<file path="config.mk">
export PLATFORM = sky130hd
export DESIGN_NAME = lbm_ctrl
export DESIGN_NICKNAME = d
export VERILOG_FILES = /design/src/rtl/lbm_pkg.sv /design/src/rtl/lbm_ctrl.sv
export SDC_FILE = /design/constraint.sdc
export NUM_CORES = 1
export LEC_CHECK = 0
export BUFFER_PORTS_ARGS = -buffer_cell sky130_fd_sc_hd__buf_2
export CORE_AREA = 2 2 39 41
export DETAILED_ROUTE_END_ITERATION = 10
export DIE_AREA = 0 0 41 43
export MAX_ROUTING_LAYER = met4
export PLACE_DENSITY = 0.55
export SYNTH_ARGS = -nofsm -noshare
export SYNTH_HDL_FRONTEND = slang
export SYNTH_SLANG_ARGS = --single-unit
</file>
<file path="constraint.sdc">
create_clock -name clk -period 1.7 [get_ports clk]
set_input_delay 0.17 -clock clk [delete_from_list [all_inputs] [get_ports clk]]
set_output_delay 0.17 -clock clk [all_outputs]
set_load 0.05 [all_outputs]
</file>
<file path="src/rtl/lbm_pkg.sv">
`timescale 1ns / 1ps
package lbm_pkg;

	localparam int LVL_W   = 16;
	localparam int SPD_W   = 20;
	localparam int TIME_W  = 32;
	localparam int MUL_W   = 28;

	localparam logic [SPD_W-1:0] SPEED_MAX    = 20'hFFFFF;
	localparam logic [LVL_W-1:0] FULL_SCALE   = 16'd16384;
	localparam logic [13:0]      FADE_MIN_REM = 14'd655;
	localparam logic [7:0]       DT_DEFAULT   = 8'd50;
	localparam logic [15:0]      DT_MAX       = 16'd200;
	localparam logic [6:0]       MAX_SEGS     = 7'd64;
	localparam logic [16:0]      MOTION_EPS   = 17'd16;
	localparam logic [MUL_W-1:0] HALF_MS      = 28'd500;
	// floor(x / 1000) = (x * RECIP_1000) >> 38 for x below 2^28
	localparam logic [28:0]      RECIP_1000   = 29'd274877907;

	localparam logic [2:0] REG_ATTACK     = 3'd0;
	localparam logic [2:0] REG_FALL_START = 3'd1;
	localparam logic [2:0] REG_FALL_ACC   = 3'd2;
	localparam logic [2:0] REG_HOLD       = 3'd3;
	localparam logic [2:0] REG_PK_START   = 3'd4;
	localparam logic [2:0] REG_PK_ACC     = 3'd5;
	localparam logic [2:0] REG_SEG_CNT    = 3'd6;
	localparam logic [2:0] REG_SMOOTH     = 3'd7;

	typedef struct packed {
		logic [15:0]      attack;
		logic [SPD_W-1:0] fall_start;
		logic [SPD_W-1:0] fall_acc;
		logic [15:0]      hold;
		logic [SPD_W-1:0] pk_start;
		logic [SPD_W-1:0] pk_acc;
		logic [6:0]       seg_cnt;
		logic             smooth;
	} lbm_cfg_t;

	typedef struct packed {
		logic [LVL_W-1:0]  shown;
		logic [SPD_W-1:0]  fspd;
		logic [LVL_W-1:0]  peak;
		logic [SPD_W-1:0]  pspd;
		logic [TIME_W-1:0] ptime;
	} lbm_entry_t;

	typedef enum logic [3:0] {
		ST_IDLE, ST_READ, ST_BAR, ST_DA, ST_MB, ST_DB, ST_BLAND,
		ST_PDA, ST_PMB, ST_PDB, ST_PLAND, ST_SEG, ST_OUT
	} lbm_state_t;

	typedef struct packed {
		logic latch;
		logic read;
		logic bar_setup;
		logic div;
		logic mul_speed;
		logic bar_land;
		logic peak_land;
		logic seg;
		logic out_load;
	} lbm_cmd_t;

	typedef struct packed {
		logic oor_in;
		logic pk_fall;
		logic out_free;
	} lbm_stat_t;

endpackage

</file>
<file path="src/rtl/lbm_ctrl.sv">
`timescale 1ns / 1ps
module lbm_ctrl import lbm_pkg::*; (
	input  logic      clk,
	input  logic      arst_n,
	input  logic      in_valid,
	output logic      in_ready,
	input  lbm_stat_t stat,
	output lbm_cmd_t  cmd
);

	lbm_state_t state_q, state_nx;

	always_ff @(posedge clk or negedge arst_n) begin
		if (!arst_n) begin
			state_q <= ST_IDLE;
		end else begin
			state_q <= state_nx;
		end
	end

	always_comb begin
		state_nx = state_q;
		case (state_q)
			ST_IDLE: begin
				if (in_valid) state_nx = stat.oor_in ? ST_OUT : ST_READ;
			end
			ST_READ:  state_nx = ST_BAR;
			ST_BAR:   state_nx = ST_DA;
			ST_DA:    state_nx = ST_MB;
			ST_MB:    state_nx = ST_DB;
			ST_DB:    state_nx = ST_BLAND;
			ST_BLAND: state_nx = stat.pk_fall ? ST_PDA : ST_SEG;
			ST_PDA:   state_nx = ST_PMB;
			ST_PMB:   state_nx = ST_PDB;
			ST_PDB:   state_nx = ST_PLAND;
			ST_PLAND: state_nx = ST_SEG;
			ST_SEG:   state_nx = ST_OUT;
			ST_OUT: begin
				if (stat.out_free) state_nx = ST_IDLE;
			end
			default:  state_nx = ST_IDLE;
		endcase
	end

	always_comb begin
		cmd       = '0;
		in_ready  = 1'b0;
		case (state_q)
			ST_IDLE: begin
				in_ready  = 1'b1;
				cmd.latch = in_valid;
			end
			ST_READ:  cmd.read      = 1'b1;
			ST_BAR:   cmd.bar_setup = 1'b1;
			ST_DA, ST_DB, ST_PDA, ST_PDB: cmd.div = 1'b1;
			ST_MB, ST_PMB: cmd.mul_speed = 1'b1;
			ST_BLAND: cmd.bar_land  = 1'b1;
			ST_PLAND: cmd.peak_land = 1'b1;
			ST_SEG:   cmd.seg       = 1'b1;
			ST_OUT:   cmd.out_load  = stat.out_free;
			default: ;
		endcase
	end

endmodule

</file>
# Yosys cells after proc, flatten, opt, wreduce, memory -nomap -nowiden
# Index checks and enable logic that the tools add are counted.
[totals] ff_bits=4 latchBits=0 mem_bits_rw=0 romBits=0 inputBits=6 out_inout_bits=10 elab_cells=34 memories=0
[classes] addsub=0 n_mul=0 div_mod_pow=0 n_lt_le_gt_ge=0 n_eq_ne=14 shift=0 muxes=15 n_bitwise=0 reduce_logical=4
[ops] op="4-bit one-hot mux with 13 select lines" n=1
[ops] op="4-bit == test, second input constant" n=5
[ops] op="4-bit by 3-bit == test with 1-bit output, second input constant" n=4
[ops] op="4-bit 2-to-1 mux" n=4
[ops] op="1-bit 2-to-1 mux" n=10
[ops] op="4-bit by 2-bit == test with 1-bit output, second input constant" n=2
[ops] op="4-bit by 1-bit == test with 1-bit output, second input constant" n=1
[ops] op="4-bit zero test" n=1
[ops] op="2-bit inequality test, second input constant" n=2
[ops] op="4-bit OR reduction" n=1
[ops] op="2-bit AND reduction" n=1
[ops] op="2-bit OR reduction" n=1

# Longest topological paths before layout
# Gate-level depths: netlist of the first run.
[logic_depth] ltp_word=3 mapped_depth=6 mapped_depth_nobuf=4

# Worst setup path before layout of the first run
# No wires, ideal clock.
[synth_path] path_kind="register to output" from="register state_q[0]" to="output cmd[8] in the netlist's numbering" t_arrival_ps=1983 t_required_ps=1530 setup_slack_ps=-453 stages_incl_launch_ff=6 n_path_buf=2 cell_sequence="dfrtp_1 buf_6 or2_1 buf_6 nor3_2 and2_1"
[synth_lines] element="start, declared" line="lbm_ctrl.sv:11" rtl="lbm_state_t state_q, state_nx;"
[synth_lines] element="start signal, assigned" line="lbm_ctrl.sv:17" rtl="state_q <= state_nx;"
[synth_lines] element="end, declared" line="lbm_ctrl.sv:8" rtl="output lbm_cmd_t cmd"

==> flow_metrics.tcl, run 1 <==
set metrics [dict create \
    path_cells "buf_4 -> nor3_4 -> and2_2 -> clkbuf_4" \
    post-cts-setup-buffers 0 \
    drive_above_1_share_pct 49.2 \
    r2r-start "state_q[3]" \
    ys_async_sr_fraction_pct 100 \
    cap_violations 0 \
    dr.pass1.iters 4 \
    grt_use_total_pct 11.1 \
    grt_pass1_vias 314 \
    synth-seq-area-share_pct 28.1 \
    setup_viol 0 \
    cts_made_buffers 3 \
    synth_common_cells "nand2b_1, nor2_1, dfrtp_1" \
    critical_path_class "register to primary output" \
    antenna_found_initial 0 \
    synth_top_area_share_pct 28.1 \
    synth_edf_count 0 \
    clock-root-buffer "clkbuf_4" \
    cp_data_required_time_ns 1.53 \
    largest_reg_flops 4 \
    wl_per_cell_um 9.57 \
    r2r_cells 4 \
    period_share_pct 93.4 \
    grt_overflow 0 \
    route.antenna.remaining_nets 0 \
    dr.first_iter.drc_count 8 \
    fin_cells 79 \
    final_hold_viol_count 0 \
    die_x_um 41 \
    yosysUniqueCellTypes 23 \
    preCtsSetupSlack_ns 0.292 \
    insertion_delay_ns 0.23 \
    reg.largest.list "state_q: 4 flops" \
    dieHeight_um 43 \
    startpoint_type "register" \
    finish.net_count 71 \
    synthCells 44 \
    crit_arrival_ns 1.42 \
    worstHoldEndpoint "state_q[0]" \
    placedCellCount 75 \
    slowest_delay_ns 0.47 \
    synth_area_leader_cell "dfrtp_1" \
    ios 16 \
    num_vias 365 \
    htree_levels 1 \
    worst_r2r_endpoint "state_q[2]" \
    worst_hold_slack_ns 0.257 \
    grt_first_pass_wirelength_um 1250 \
    numPortBuffers 15 \
    syn_to_final_growth_pct 42.5 \
    drc_errors 0 \
    hpwl_um 604 \
    fmax_ghz 0.630 \
    path_max_fanout 11 \
    routed_via_density 4.62 \
    cp_slowest_cell "dfrtp_2" \
    slew_viol_final 0 \
    hp-start "in_valid" \
    placementRows 14 \
    grt_max_degree 12 \
    end_kind "primary output" \
    fin_skew_ns 0.00191 \
    yosysWarnings 0 \
    synth_area_per_cell_um2 8.10 \
    relSlewSlack_pct 83.6 \
    cts.sinks 4 \
    routed_wl_um 756 \
    reg2reg_slack_ns 0.42 \
    regMostFlops "state_q" \
    synth_ff_type "dfrtp_1" \
    layout_min_cycle_time_ns 1.59 \
    max_slew.worst_pin.slew_ns 0.246 \
    cts_tree "built" \
    status "completed" \
    rsz0062_at_grt "false" \
    fin_ws_ns 0.112 \
    initial_core_util_pct 25.8 \
    holdPathStages 3 \
    synth_area_leaders "dfrtp_1, nand2b_1, buf_6" \
    syn_area_um2 357 \
    clk_path_buf_depth 2 \
    ys_ff_latch 4 \
    fin_setup_tns_ns 0 \
    routabilityCongestion 0.726 \
    clkSlewWorstSetupHoldPaths_ns 0.04 \
    antenna_cells 0 \
    die_area_mm2 0.00176 \
    syn_nets 50 \
    core_mm2 0.00138 \
    hold_path_class "input port to register" \
]
-- through the flow --
stage          cell area [um2]  util, %
6_report                   508     36.7
5_1_grt                    508     36.7
4_1_cts                    495     35.8
3_5_place_dp               463     33.5
3_3_place_gp               463     33.5
2_1_floorplan              369        -
-- layout make-up --
type / count / area (um2)
Clock buffer: 3 / 22.5
Tap cell: 16 / 20.0
Fill cell: 149 / 876
Multi-Input combinational cell: 36 / 245
Sequential cell: 4 / 103
Timing Repair Buffer: 20 / 118
-- routing by layer --
metal	up-vias	share of wire, %	track usage, %
met1	161	50	14.5
li1	194	-	-
met5	-	0	-
met3	0	6.2	4.71
met2	10	43	14.1
met4	0	0	6.00
-- cells by family (layout without fill, tap and decap cells) --
group                     count (synthesis)  in the layout  share of synthesized area (%)
AOI/OAI and AO/OA                        10             10                           21.1
xor gates and xnor gates                  1              1                           2.46
buffers and inverters                     4             23                           8.77
DFF                                       4              4                           28.1
and+or+nand+nor                          25             25                           39.7
-- critical path: cells and delay by family (launching register included) --
family,cells,cell delay (ns)
buf+inv,2,0.40
flops,1,0.47
simple gates,2,0.32
-- timing repair --
item,in CTS,in global routing
hold buffers,1,0
endpoints found under the hold margin,4,0
setup endpoints to repair,0,3
gates resized for setup,0,5
-- how the worst max path moves through the flow --
| stage | endpoint | start | slack (ns) | cells past startpoint |
|---|---|---|---|---|
| global route | cmd[8] | state_q[2] | 0.02 | 4 |
| CTS | cmd[8] | state_q[2] | 0.04 | 4 |
| detailed placement | cmd[8] | state_q[1] | 0.29 | 4 |
| global placement | cmd[8] | state_q[1] | 0.30 | 4 |
| finish | cmd[8] | state_q[2] | 0.11 | 4 |
| floorplan | cmd[8] | state_q[0] | -0.11 | 5 |
-- placed cells by master (no fill, tap or decap), types with 2 or more instances in the layout --
master    netlist  final
buf_2           1     14
nand2b_1        5      5
nor2_1          5      5
clkbuf_4        0      4
buf_4           0      4
nand2_1         3      3
nor3_2          2      3
a21oi_1         3      3
o21ai_0         2      2
dfrtp_1         4      2
dfrtp_2         0      2
Power of run 1 is left out: the tool's default activity adds up to more than one toggle a clock period on the data nets, which glitch-free logic cannot reach.
==> run 2: changes to the inputs <==
--- a/config.mk
+++ b/config.mk
@@ -9,8 +9,8 @@
 export CORE_AREA = 2 2 39 41
 export DETAILED_ROUTE_END_ITERATION = 10
 export DIE_AREA = 0 0 41 43
-export MAX_ROUTING_LAYER = met4
 export PLACE_DENSITY = 0.55
+export SETUP_SLACK_MARGIN = 0.1
 export SYNTH_ARGS = -nofsm -noshare
 export SYNTH_HDL_FRONTEND = slang
 export SYNTH_SLANG_ARGS = --single-unit
==> flow_metrics.tcl, run 2 (synthesis gave the netlist of run 1 again) <==
set metrics [dict create \
    clock-root-buffer "clkbuf_4" \
    wl_per_cell_um 11.0 \
    cts.sinks 4 \
    dr_wl_met2_um 456 \
    critical_path_class "register to primary output" \
    grt_pass1_vias 323 \
    cts_made_buffers 3 \
    ios 16 \
    core_mm2 0.00138 \
    hold_path_class "input port to register" \
    insertion_delay_ns 0.24 \
    fin_util_pct 39.0 \
    die_x_um 41 \
    routed_wl_um 890 \
    relSlewSlack_pct 81.5 \
    placementRows 14 \
    drc_errors 0 \
    met1_length_um 403 \
    clkSlewWorstSetupHoldPaths_ns 0.04 \
    wl_met3_um 31 \
    route.antenna.remaining_nets 0 \
    period_share_pct 90.4 \
    final_common_cell "buf_2" \
    cts_tree "built" \
    numPortBuffers 15 \
    final_cell_mix "buf_2, buf_4, nand2b_1" \
    cap_violations 0 \
    reg.largest.list "state_q: 4 flops" \
    final_hold_viol_count 0 \
    routed_via_density 4.59 \
    finish.net_count 73 \
    cp_data_required_time_ns 1.53 \
    slew_viol_final 0 \
    drive_above_1_share_pct 53.8 \
    routabilityCongestion 0.669 \
    leakage_nw 0.253 \
    hpwl_um 620 \
    num_vias 372 \
    startpoint_type "register" \
    htree_levels 1 \
    die_area_mm2 0.00176 \
    clk_path_buf_depth 2 \
    crit_arrival_ns 1.37 \
    fin_total_pwr_mw 1.28 \
    grt_use_total_pct 11.7 \
    dieHeight_um 43 \
    dr.pass1.iters 2 \
    layout_min_cycle_time_ns 1.54 \
    path_max_fanout 12 \
    dr.first_iter.drc_count 2 \
    grt_first_pass_wirelength_um 1380 \
    initial_core_util_pct 25.8 \
    cellPowerDensity_mw_per_mm2 2370 \
    grt_max_degree 16 \
    rsz0062_at_grt "true" \
    setup_viol 0 \
    fmax_ghz 0.651 \
    antenna_found_initial 0 \
    end_kind "primary output" \
    fin_skew_ns 0.00571 \
    antenna_cells 0 \
    largest_reg_flops 4 \
    highest_layer "met3" \
    regMostFlops "state_q" \
    max_slew.worst_pin.slew_ns 0.278 \
    syn_to_final_growth_pct 51.2 \
    peakVddDrop_mv 0.673 \
    grt_overflow 0 \
    status "completed" \
]
==> run 2: per-layer routing <==
metal,GRT usage (%),vias up
met2,16.6,9
met4,10.0,0
met5,0,-
met1,14.6,163
li1,-,200
met3,1.57,0
==> run 2: final cells by class <==
type / count / area (um2)
clock buffer: 3 / 22.5
fill: 152 / 845
multi-input combinational: 36 / 256
sequential: 4 / 103
tap: 16 / 20.0
timing repair buffer: 22 / 138
==> run 2: power breakdown <==
part	internal [mW]	switching (mW)	leakage [nW]
Sequential	0.149	0.106	0.0462
Combinational	0.348	0.551	0.193
Clock	0.0793	0.0437	0.0138
Total	0.576	0.700	0.253
==> run 2: path summary, 6_finish.rpt <==
check	start	to	slack [ns]	cells past startpoint
worst max-delay path	state_q[2]	cmd[4]	0.16	3
worst min-delay path	in_valid	state_q[0]	0.25	3
worst max register to register	state_q[2]	state_q[2]	0.36	4
worst min register to register	state_q[0]	state_q[0]	0.57	2
max in group asynchronous	arst_n	state_q[2]	1.28	2
min in group asynchronous	arst_n	state_q[3]	0.29	2
==> run 2: critical path: stages (launching register included) <==
cell	delay [ns]
dfrtp_2	0.50
nand2b_1	0.24
a21oi_1	0.17
buf_4	0.22
==> run 2: stage by stage <==
step | hold WS, ns | std cells | setup WS, ns | TNS [ns] | instance area [um2]
after floorplan | -0.126 | 44 | -0.115 | -0.228 | 374
after global placement | -0.0171 | 73 | 0.222 | 0 | 453
after detailed placement | -0.0160 | 73 | 0.238 | 0 | 453
after CTS | 0.245 | 77 | 0.137 | 0 | 500
after global routing | 0.254 | 81 | 0.0887 | 0 | 539
final | 0.245 | 81 | 0.164 | 0 | 539
==> run 2: what timing repair did <==
action	4_1_cts	5_1_grt
setup endpoints to repair	7	5
setup buffers	0	4
endpoints found under the hold margin	4	0
hold buffers	1	0
gates resized for setup	6	2
(Power assumes the default switching activity.)
