<file path="config.mk">
export PLATFORM = sky130hd
export DESIGN_NAME = lbm_regs
export DESIGN_NICKNAME = d
export VERILOG_FILES = /design/src/rtl/lbm_pkg.sv /design/src/rtl/lbm_regs.sv
export SDC_FILE = /design/constraint.sdc
export NUM_CORES = 1
export LEC_CHECK = 0
export CAP_MARGIN = 40
export CORE_MARGIN = 10
export CORE_UTILIZATION = 55
export CTS_BUF_LIST = sky130_fd_sc_hd__clkbuf_8
export DETAILED_ROUTE_END_ITERATION = 6
export DONT_BUFFER_PORTS = 1
export PLACE_DENSITY_LB_ADDON = 0.08
export SLEW_MARGIN = 10
export SYNTH_ARGS = -nofsm -noshare
export SYNTH_HDL_FRONTEND = slang
export SYNTH_SLANG_ARGS = --single-unit
</file>
<file path="constraint.sdc">
create_clock -name clk -period 3.82 [get_ports clk]
set_clock_uncertainty 0.2 [all_clocks]
set_input_delay 0.764 -clock clk [delete_from_list [all_inputs] [get_ports clk]]
set_output_delay 0.764 -clock clk [all_outputs]
set_load 0.02 [all_outputs]
</file>
<file path="src/rtl/lbm_pkg.sv">
`timescale 1ns / 1ps
package lbm_pkg;

	localparam int LVL_W   = 16;
	localparam int SPD_W   = 20;
	localparam int TIME_W  = 32;
	localparam int MUL_W   = 28;

	localparam logic [SPD_W-1:0] SPEED_MAX    = 20'hFFFFF;
	localparam logic [LVL_W-1:0] FULL_SCALE   = 16'd16384;
	localparam logic [13:0]      FADE_MIN_REM = 14'd655;
	localparam logic [7:0]       DT_DEFAULT   = 8'd50;
	localparam logic [15:0]      DT_MAX       = 16'd200;
	localparam logic [6:0]       MAX_SEGS     = 7'd64;
	localparam logic [16:0]      MOTION_EPS   = 17'd16;
	localparam logic [MUL_W-1:0] HALF_MS      = 28'd500;
	// floor(x / 1000) = (x * RECIP_1000) >> 38 for x below 2^28
	localparam logic [28:0]      RECIP_1000   = 29'd274877907;

	localparam logic [2:0] REG_ATTACK     = 3'd0;
	localparam logic [2:0] REG_FALL_START = 3'd1;
	localparam logic [2:0] REG_FALL_ACC   = 3'd2;
	localparam logic [2:0] REG_HOLD       = 3'd3;
	localparam logic [2:0] REG_PK_START   = 3'd4;
	localparam logic [2:0] REG_PK_ACC     = 3'd5;
	localparam logic [2:0] REG_SEG_CNT    = 3'd6;
	localparam logic [2:0] REG_SMOOTH     = 3'd7;

	typedef struct packed {
		logic [15:0]      attack;
		logic [SPD_W-1:0] fall_start;
		logic [SPD_W-1:0] fall_acc;
		logic [15:0]      hold;
		logic [SPD_W-1:0] pk_start;
		logic [SPD_W-1:0] pk_acc;
		logic [6:0]       seg_cnt;
		logic             smooth;
	} lbm_cfg_t;

	typedef struct packed {
		logic [LVL_W-1:0]  shown;
		logic [SPD_W-1:0]  fspd;
		logic [LVL_W-1:0]  peak;
		logic [SPD_W-1:0]  pspd;
		logic [TIME_W-1:0] ptime;
	} lbm_entry_t;

	typedef enum logic [3:0] {
		ST_IDLE, ST_READ, ST_BAR, ST_DA, ST_MB, ST_DB, ST_BLAND,
		ST_PDA, ST_PMB, ST_PDB, ST_PLAND, ST_SEG, ST_OUT
	} lbm_state_t;

	typedef struct packed {
		logic latch;
		logic read;
		logic bar_setup;
		logic div;
		logic mul_speed;
		logic bar_land;
		logic peak_land;
		logic seg;
		logic out_load;
	} lbm_cmd_t;

	typedef struct packed {
		logic oor_in;
		logic pk_fall;
		logic out_free;
	} lbm_stat_t;

endpackage

</file>
<file path="src/rtl/lbm_regs.sv">
`timescale 1ns / 1ps
module lbm_regs import lbm_pkg::*; (
	input  logic        clk,
	input  logic        arst_n,
	input  logic        psel,
	input  logic        penable,
	input  logic        pwrite,
	input  logic [4:0]  paddr,
	input  logic [31:0] pwdata,
	output logic [31:0] prdata,
	output logic        pready,
	output lbm_cfg_t    cfg
);

	lbm_cfg_t cfg_q;
	logic     wr_en;

	assign pready = 1'b1;
	assign wr_en  = psel & penable & pwrite;
	assign cfg    = cfg_q;

	always_ff @(posedge clk or negedge arst_n) begin
		if (!arst_n) begin
			cfg_q.attack     <= 16'd32768;
			cfg_q.fall_start <= 20'd16384;
			cfg_q.fall_acc   <= 20'd32768;
			cfg_q.hold       <= 16'd800;
			cfg_q.pk_start   <= 20'd8192;
			cfg_q.pk_acc     <= 20'd0;
			cfg_q.seg_cnt    <= 7'd20;
			cfg_q.smooth     <= 1'b1;
		end else if (wr_en) begin
			case (paddr[4:2])
				REG_ATTACK:     cfg_q.attack     <= pwdata[15:0];
				REG_FALL_START: cfg_q.fall_start <= pwdata[19:0];
				REG_FALL_ACC:   cfg_q.fall_acc   <= pwdata[19:0];
				REG_HOLD:       cfg_q.hold       <= pwdata[15:0];
				REG_PK_START:   cfg_q.pk_start   <= pwdata[19:0];
				REG_PK_ACC:     cfg_q.pk_acc     <= pwdata[19:0];
				REG_SEG_CNT:    cfg_q.seg_cnt    <= pwdata[6:0];
				REG_SMOOTH:     cfg_q.smooth     <= pwdata[0];
				default: ;
			endcase
		end
	end

	always_comb begin
		case (paddr[4:2])
			REG_ATTACK:     prdata = 32'(cfg_q.attack);
			REG_FALL_START: prdata = 32'(cfg_q.fall_start);
			REG_FALL_ACC:   prdata = 32'(cfg_q.fall_acc);
			REG_HOLD:       prdata = 32'(cfg_q.hold);
			REG_PK_START:   prdata = 32'(cfg_q.pk_start);
			REG_PK_ACC:     prdata = 32'(cfg_q.pk_acc);
			REG_SEG_CNT:    prdata = 32'(cfg_q.seg_cnt);
			REG_SMOOTH:     prdata = 32'(cfg_q.smooth);
			default:        prdata = 32'd0;
		endcase
	end

endmodule

</file>
Word-level counts from Yosys, hierarchy flattened --
Cells that the tools add are included.
Word-level totals: register bits 120, latch bits 0, bits in writable memories 0, bits in read-only memories 0, input bits 42, output and inout bits 153, memories kept 0
Operators by class: $add $sub $neg 0, multipliers 0, divide/modulo/power cells 0, order comparisons 0, equality and inequality tests 7, shift-type cells 0, mux-type cells 1, bitwise logic cells 2, reductions and logical operators 9
Operators by type and width (count):
- 32-bit one-hot mux with 8 select lines | 1
- 2-bit AND reduction | 8
- 3-bit equality test (second input constant) | 4
- 3-bit by 2-bit equality test with 1-bit output (second input constant) | 2
- 3-bit by 1-bit equality test with 1-bit output (second input constant) | 1
- 3-bit zero test | 1
- 1-bit bitwise AND | 2

Logic depth before layout (Yosys ltp) --
Gate-level depths: netlist (run 1).
word-level depth 3, mapped depth 7, depth with buffers taken out 4

Worst setup path before layout (run 1) --
No wires, ideal clock.
path type input to output, start point input port paddr[4], end point output port prdata[1], data arrival time 1.978 ns, slack 0.878 ns, cell stages on the path 6, path buffers 2, cell sequence buf_6 > buf_2 > nor2b_1 > a22o_1 > nand2_1 > a21oi_1
On the way: longest elaborated chain between the ends 2, elaborated cells on any way between the ends 9
RTL lines:
- start, declared | line lbm_regs.sv:8 | input logic [4:0] paddr,
- 3-bit equality test (tied with other cells) | line lbm_regs.sv:48 | case (paddr[4:2])
- 32-bit one-hot mux with 8 select lines (*) | line lbm_regs.sv:48
- end, declared | line lbm_regs.sv:10 | output logic [31:0] prdata,
Every way passes the cells marked *; elsewhere a longest branch is shown, timed or not. The select of a mux whose other input is x is not followed.

Worst setup path after layout (run 1) --
start point input port paddr[4], end point output port prdata[6]
The elaborated chain is that of the path after synthesis.

==> results of run 1 <==
## cell usage after synthesis, types with 7 or more instances
library cell	number
nand2_1	12
mux2_4	10
nor2_1	38
o21ai_0	8
buf_4	14
buf_2	17
mux2_2	110
a21oi_1	19
dfrtp_1	110
mux2i_1	21
dfstp_2	10
nand2b_1	7
nor2b_1	7
## where the power goes
| part | leakage, nW | total [W] | internal, W | switching, W |
|---|---|---|---|---|
| Clock | 0.200 | 0.000984 | 0.000515 | 0.000469 |
| Combinational | 1.13 | 0.000505 | 0.000281 | 0.000224 |
| Sequential | 1.51 | 0.00211 | 0.00153 | 0.000579 |
| Total | 2.84 | 0.00360 | 0.00233 | 0.00127 |
## through the flow
step	util, %	hold WS, ps	total power, W
after floorplan	-	268	0.00248
after global placement	56.6	272	0.00261
after detailed placement	56.8	273	0.00263
after CTS	60.5	106	0.00365
after global routing	60.5	90.5	0.00378
final	60.5	70.3	0.00360
## logic make-up after synthesis
family | count (synthesis)
buf+inv | 47
other cells | 2
simple gates | 72
mux | 142
compound gates | 60
flops | 120
## how the worst max path moves through the flow
stage / start / endpoint / slack, ps / cells past startpoint
after CTS: paddr[4] / prdata[6] / 850 / 5
after global routing: paddr[4] / prdata[6] / 750 / 5
after floorplan: paddr[4] / prdata[1] / 880 / 6
final: paddr[4] / prdata[6] / 860 / 5
after detailed placement: paddr[4] / prdata[6] / 850 / 5
after global placement: paddr[4] / prdata[6] / 840 / 5
## area by class of cell
type / instances / area (µm²)
clock inverters: 9 / 38.8
inverters: 7 / 27.5
clock buffers: 22 / 303
multi-input cells: 287 / 2430
well taps: 136 / 170
flip-flops and latches: 120 / 3020
fillers: 823 / 4030
repair buffers: 17 / 168
## routing by layer
metal | vias up | GRT usage, %
met5 | - | 0
met4 | 0 | 6.86
met3 | 17 | 11.6
met2 | 162 | 33.6
met1 | 1841 | 23.5
li1 | 1568 | -
## cells in the final DEF (no fill, tap or decap), types with 6 or more instances in the layout
master,Yosys,routed
mux2_2,110,110
dfrtp_1,110,110
nor2_1,38,35
clkbuf_8,0,22
mux2i_1,21,21
a21oi_1,19,19
buf_4,14,15
conb_1,2,13
nand2_1,12,12
inv_1,6,11
mux2_4,10,10
dfstp_2,10,10
o21ai_0,8,8
nor2b_1,7,7
nand2b_1,7,7
a211oi_1,6,6
## what timing repair did
action	in CTS	in global routing
hold buffers	1	0
endpoints found under the hold margin	120	0
gates resized for setup	0	0
setup buffers	0	0
setup endpoints to repair	0	0
==> impl_metrics.tcl, run 1 <==
set metrics [dict create \
    status "completed" \
    drc 0 \
    stdcell_count 598 \
    critPathLaunchType "input port" \
    ioPinCount 195 \
    yosys.area.top_type_share_pct 48.5 \
    core_mm2 0.0102 \
    tightestPinTransition_ps 627 \
    drt_first_pass_iters 4 \
    setup_tns_ps 0 \
    start_util_pct 55.7 \
    r2r-end "cfg[40]" \
    htreeDepth 4 \
    cpPeakStageDelay_ps 450 \
    ys_seq_elements 120 \
    synth_top_family_by_area "multiplexers" \
    vdd_drop_max_uv 271 \
    power_density_mw_per_mm2 585 \
    antenna_found_initial 0 \
    die_w_um 122 \
    synth_edf_count 0 \
    cts_sinks 120 \
    relSlewSlack_pct 58.1 \
    num_rows 37 \
    worstPathCellList "clkinv_2 -> nand2_1 -> buf_4 -> nor2_1 -> a21oi_1" \
    portBuffers 0 \
    arrival_ps 1990 \
    die_h_um 122 \
    endpoint_kind "primary output" \
    slowest_stage "a21oi_1" \
    grt_max_degree 121 \
    post-route-min-period_ps 2960 \
    gr-usage-all-layers_pct 21.0 \
    route.layer.met1.wl_um 5900 \
    met2WireLength_um 7610 \
    synth_area_leader_cell "dfrtp_1" \
    gp_congestion 0.762 \
    cts-root-buf "clkbuf_8" \
    synthSimpleGateAreaFrac_pct 6.02 \
    syn_to_final_growth_pct 8.54 \
    clk_pin_slew_ps 70 \
    clk_latency_ps 430 \
    finalWorstSetupSlack_ps 862 \
    r2r-start "cfg[40]" \
    dr_total_vias 3588 \
    synth_compound_area_share_pct 7.21 \
    cts_tree "yes" \
    post-dp-hpwl_um 10700 \
    finalHoldViolCount 0 \
    hold_class "input port to async pin" \
    yosysSeqAreaShare_pct 53.2 \
    syn-cell-area_mm2 0.00567 \
    cts-buffers-inserted 17 \
    synth_area_per_cell_um2 12.8 \
    synthTopCellsByArea "dfrtp_1, mux2_2, dfstp_2" \
    ys.flop_type "dfrtp_1" \
    drt_iter0_drc 266 \
    n_antenna_cell 0 \
    first_global_vias 3795 \
    antenna_left 0 \
    nets 492 \
    finalCritPeriodShare_pct 77.4 \
    yosysWarnings 0 \
    drive_above_1_share_pct 39.4 \
    largest_reg_flops 120 \
    overflow 0 \
    max_freq_ghz 0.338 \
    cellLeakagePower_nw 2.84 \
    final_cell_area_mm2 0.00616 \
    worst-path-buf-inv 2 \
    placed_cells 566 \
    synth_xor_area_share_pct 0 \
    syn-instance-count 443 \
    placed_area_mm2 0.00579 \
    drv_cap 0 \
    post-place-ws_ps 849 \
    wl_met3_um 2030 \
    yosys.cell_types.count 37 \
    cp_top_family "buffers and inverters" \
    cp_max_fo 33 \
    muxShareOfSynthArea_pct 28.6 \
    slew_violations 0 \
    drt-vias-per-instance 6.00 \
    grt_pass1_wl_um 23200 \
    drt-total-wl_um 15700 \
    clockBufferDepth 2 \
    wl_per_cell_um 26.3 \
    async_flop_share_pct 100 \
    cp.required_ps 2860 \
    synth_fa_ha_area_share_pct 0 \
    routed.top_layer "met4" \
    setup_viol 0 \
    critical_path_class "input port to primary output" \
    die-area_mm2 0.0148 \
    rsz0062_at_grt "no" \
    reg2reg_depth 1 \
    reg2reg_slack_ps 2710 \
]
Power figures use the tool's default switching activity.
==> run 2: changes to the inputs <==
Clock period 3.82 ns to 2.8 ns, I/O delays scaled along.
==> run 2 against run 1 <==
The run now ends with hold timing left; combinational power up 35%; die area unchanged; final area up 2.3%; critical endpoint is now prdata[14]; routed wire length up 0.73%; highest routed layer unchanged; core utilization up 1.4 points.
==> impl_metrics.tcl, run 2 (same netlist as run 1, synthesis figures left out) <==
set metrics [dict create \
    met3_usage_pct 11.4 \
    post_cts_resized 0 \
    relSlewSlack_pct 62.2 \
    post_cts_buffers 0 \
    busiest_layer "met2" \
    cts-buffers-inserted 17 \
    gr-usage-met1_pct 25.1 \
    core_mm2 0.0102 \
    status "complete, but fails checks" \
    start_util_pct 55.7 \
    finalCritPeriodShare_pct 89.4 \
    final_cell_mix "mux2_2, dfrtp_1, nor2_1" \
    violations "hold timing" \
    post-dp-hpwl_um 10900 \
    htreeDepth 4 \
    critPathLaunchType "register" \
    rsz0062_at_grt "no" \
    dr_total_vias 3623 \
    drt-total-wl_um 15800 \
    final_cell_area_mm2 0.00630 \
    cellLeakagePower_nw 2.91 \
    syn_to_final_growth_pct 11.0 \
    clkPwrFrac_pct 30.5 \
    nets 505 \
    slew_violations 0 \
    critical_path_class "register to primary output" \
    swShare_pct 33.6 \
    num_rows 37 \
    portBuffers 0 \
    setup_tns_ps 0 \
    drt_iter0_drc 284 \
    arrival_ps 1740 \
    drc 0 \
    reg2reg_depth 1 \
    wl_per_cell_um 25.9 \
    max_freq_ghz 0.400 \
    die_w_um 122 \
    clk_latency_ps 420 \
    cts-root-buf "clkbuf_8" \
    first_global_vias 3810 \
    grt_use_met2_pct 32.6 \
    net-switching-power_w 0.00173 \
    drive_above_1_share_pct 41.4 \
    antenna_left 0 \
    clk_pin_slew_ps 70 \
    drt-vias-per-instance 5.92 \
    drv_cap 0 \
    pwr-share-comb_pct 13.3 \
    hold_ws_ps -376 \
    hold_class "input port to async pin" \
    pwr-share-seq_pct 56.3 \
    drt_first_pass_iters 4 \
    gp_congestion 0.806 \
    grt_max_degree 121 \
    finalHoldViolCount 120 \
    post-route-min-period_ps 2500 \
    cts_tree "yes" \
    ioPinCount 195 \
    clockBufferDepth 2 \
    endpoint_kind "primary output" \
    die-area_mm2 0.0148 \
    die_h_um 122 \
    setup_viol 0 \
    cp_max_fo 3 \
    n_antenna_cell 0 \
    tightestPinTransition_ps 567 \
    placed_area_mm2 0.00590 \
    cts_sinks 120 \
    antenna_found_initial 0 \
    cp.required_ps 2040 \
    vdd_drop_max_uv 475 \
    gr-usage-all-layers_pct 21.2 \
    power_density_mw_per_mm2 815 \
    overflow 0 \
    largest_reg_flops 120 \
    grt_pass1_wl_um 23700 \
    cellInternalPower_w 0.00341 \
]
==> run 2: cell types whose count changed in the layout (fill, tap and decap cells not counted), sizes merged <==
cell / delta
buf: +13
clkbuf: -3
bufinv: +3
clkinv: +1
inv: -1
clkinvlp: +1
==> run 2: layer usage <==
layer,share of wire [%],vias to the layer above
met5,0,-
met4,0.76,0
met3,13,12
met2,48,150
met1,38,1857
li1,-,1604
==> run 2: area by class of cell <==
| class | instances | area [µm²] |
|---|---|---|
| clock inverters | 13 | 138 |
| repair buffers | 30 | 250 |
| clock buffers | 19 | 262 |
| inverters | 7 | 27.5 |
| fillers | 819 | 3890 |
| well taps | 136 | 170 |
| flip-flops and latches | 120 | 3020 |
| multi-input cells | 287 | 2430 |
==> run 2: path summary, 6_finish.rpt <==
path	slack, ps	endpoint	start
worst max-delay path	300	prdata[14]	cfg[42]
worst min-delay path	-380	cfg[19]	arst_n
worst max register to register	1680	cfg[20]	cfg[20]
worst min register to register	480	cfg[56]	cfg[56]
max in group asynchronous	2540	cfg[3]	arst_n
min in group clk	50	cfg[28]	pwdata[0]
==> run 2: power by group through the flow <==
stage                     clock, W  sequential (W)  combinational (W)
final                      0.00156         0.00289           0.000681
after global routing       0.00168         0.00295           0.000752
after CTS                  0.00160         0.00290           0.000689
after detailed placement         0         0.00294           0.000687
after global placement           0         0.00292           0.000663
after floorplan                  0         0.00278           0.000605
==> run 2: worst max-delay path, cell delays in order (launching register included) <==
cell and delay, ps:
dfrtp_1 470, mux2_2 290, a222oi_1 300, nor2_1 90, buf_4 160
==> run 2: metrics by stage <==
step	setup slack [ps]	total power (W)	cells	utilization [%]	hold WS [ps]
after floorplan	266	0.00338	454	-	64.4
after global routing	136	0.00538	612	61.8	-418
after global placement	431	0.00358	580	57.9	68.0
after CTS	261	0.00519	612	61.8	-401
final	298	0.00513	612	61.8	-376
after detailed placement	413	0.00362	580	57.9	68.2
==> run 3: changes to the inputs <==
Settings changed: CORE_UTILIZATION 55 to 28, CTS_BUF_LIST sky130_fd_sc_hd__clkbuf_8 to sky130_fd_sc_hd__clkbuf_4 sky130_fd_sc_hd__clkbuf_8.
Clock period 2.8 ns to 2.5 ns, I/O delays scaled along.
==> run 3 against run 2 <==
The run still ends with hold timing left; worst hold slack worse by 65 ps; via count up 2.8%; global-route usage decreased by 6.4 points; core utilization shrank 28 points; critical path depth unchanged; largest power group unchanged; final cell count grew 27%; sequential power grew 13%; combinational power increased by 25%; largest cell class unchanged; clock-buffer cell count increased by 1; total power is 19% higher; flip-flop and latch count stayed put; clock power is 27% higher.
==> impl_metrics.tcl, run 3 (same netlist as run 1, synthesis figures left out) <==
set metrics [dict create \
    status "complete, but fails checks" \
    violations "hold timing" \
    max_freq_ghz 0.412 \
    regArea_mm2 0.00303 \
    hold_class "input port to async pin" \
    clk_latency_ps 420 \
    gp_congestion 0.751 \
    post-route-min-period_ps 2430 \
    power_density_mw_per_mm2 893 \
    die_h_um 162 \
    start_util_pct 28.2 \
    cp_max_fo 3 \
    portBuffers 0 \
    clockBufferDepth 2 \
    nets 534 \
    cpPeakStageDelay_ps 470 \
    arrival_ps 1730 \
    cts_sinks 120 \
    wl_per_cell_um 25.1 \
    net-switching-power_w 0.00207 \
    setup_viol 0 \
    ioPinCount 195 \
    num-fill-cells 2002 \
    cp.required_ps 1800 \
    grt_max_degree 121 \
    layout_commonest_cell "mux2_2" \
    placed_area_mm2 0.00612 \
    drv_cap 0 \
    final_cell_mix "mux2_2, dfrtp_1, buf_4" \
    die_w_um 162 \
    largest_reg_flops 120 \
    grt_pass1_wl_um 28900 \
    die-area_mm2 0.0264 \
    cts_hold_buf 20 \
    power_w 0.00608 \
    post-dp-hpwl_um 13200 \
    n_antenna_cell 0 \
    drt-total-wl_um 19500 \
    antenna_found_initial 0 \
    hold_ws_ps -441 \
    drt_iter0_drc 162 \
    drt_first_pass_iters 5 \
    multi_input_area_mm2 0.00247 \
    final_cell_area_mm2 0.00681 \
    gr-usage-all-layers_pct 14.8 \
    endpoint_kind "primary output" \
    cts_tree "yes" \
    overflow 0 \
    clkPwrFrac_pct 32.5 \
    htreeDepth 4 \
    rsz0062_at_grt "yes" \
    cp_top_family "flip-flops" \
    core_mm2 0.0201 \
    finalHoldViolCount 120 \
    first_global_vias 4048 \
    drc 0 \
    finalCritPeriodShare_pct 97.0 \
    clk_pin_slew_ps 80 \
    cellLeakagePower_nw 3.03 \
    post_cts_buffers 0 \
    cts-root-buf "clkbuf_8" \
    num_rows 52 \
    syn_to_final_growth_pct 20.0 \
    cts-buffers-inserted 17 \
    slew_violations 0 \
    critical_path_class "register to primary output" \
    dr_total_vias 3723 \
    drt-vias-per-instance 4.80 \
    swShare_pct 34.1 \
    worst-path-buf-inv 1 \
    vdd_drop_max_uv 277 \
    critPathLaunchType "register" \
    drive_above_1_share_pct 44.8 \
    pwr-share-comb_pct 13.9 \
    slowest_stage "dfrtp_2" \
    worstPathCellList "mux2_2 -> a222oi_1 -> nor2_1 -> buf_4" \
    setup_tns_ps 0 \
    antenna_left 0 \
    pwr-share-seq_pct 53.5 \
    cellInternalPower_w 0.00401 \
    utilization_pct 33.9 \
]
## run 3: repair_timing
item	4_1_cts	5_1_grt
setup endpoints to repair	2	8
hold endpoints to repair	240	120
gates resized for setup	3	16
## run 3: final cells by class
cell class | count | share of cell area (%)
clock buffer | 20 | 4.04
clock inverter | 12 | 2.54
inverter | 7 | 0.404
multi-input combinational | 287 | 36.3
sequential | 120 | 44.5
tap | 270 | 4.96
timing repair buffer | 59 | 7.24
## run 3: per-layer routing
metal / vias up / GRT usage, % / wire, µm
li1: 1656 / - / -
met1: 1925 / 17.5 / 7900
met2: 135 / 23.5 / 9260
met3: 7 / 7.68 / 2200
met4: 0 / 3.35 / 119
met5: - / 0 / 0
## run 3: path summary, 6_finish.rpt
check | from | to | slack, ps | depth (start not counted)
setup / recovery | cfg[37] | prdata[9] | 70 | 4
hold / removal | arst_n | cfg[18] | -440 | 0
setup reg to reg | cfg[29] | cfg[29] | 1370 | 1
hold reg to reg | cfg[32] | cfg[32] | 410 | 2
max in group asynchronous | arst_n | cfg[0] | 2250 | 0
min in group clk | paddr[3] | cfg[0] | 290 | 3
## run 3: through the flow
step / std cells / setup slack [ps]
final: 775 / 74.1
after floorplan: 454 / 86.4
after global placement: 723 / 252
after CTS: 775 / 4.51
after detailed placement: 723 / 263
after global routing: 775 / -69.9
## run 3: power by group through the flow
stage,registers [W],clock network (W),logic (W)
floorplan,0.00311,0,0.000678
global placement,0.00330,0,0.000783
detailed placement,0.00331,0,0.000801
CTS,0.00327,0.00207,0.000853
global route,0.00334,0.00216,0.000937
finish,0.00326,0.00198,0.000848
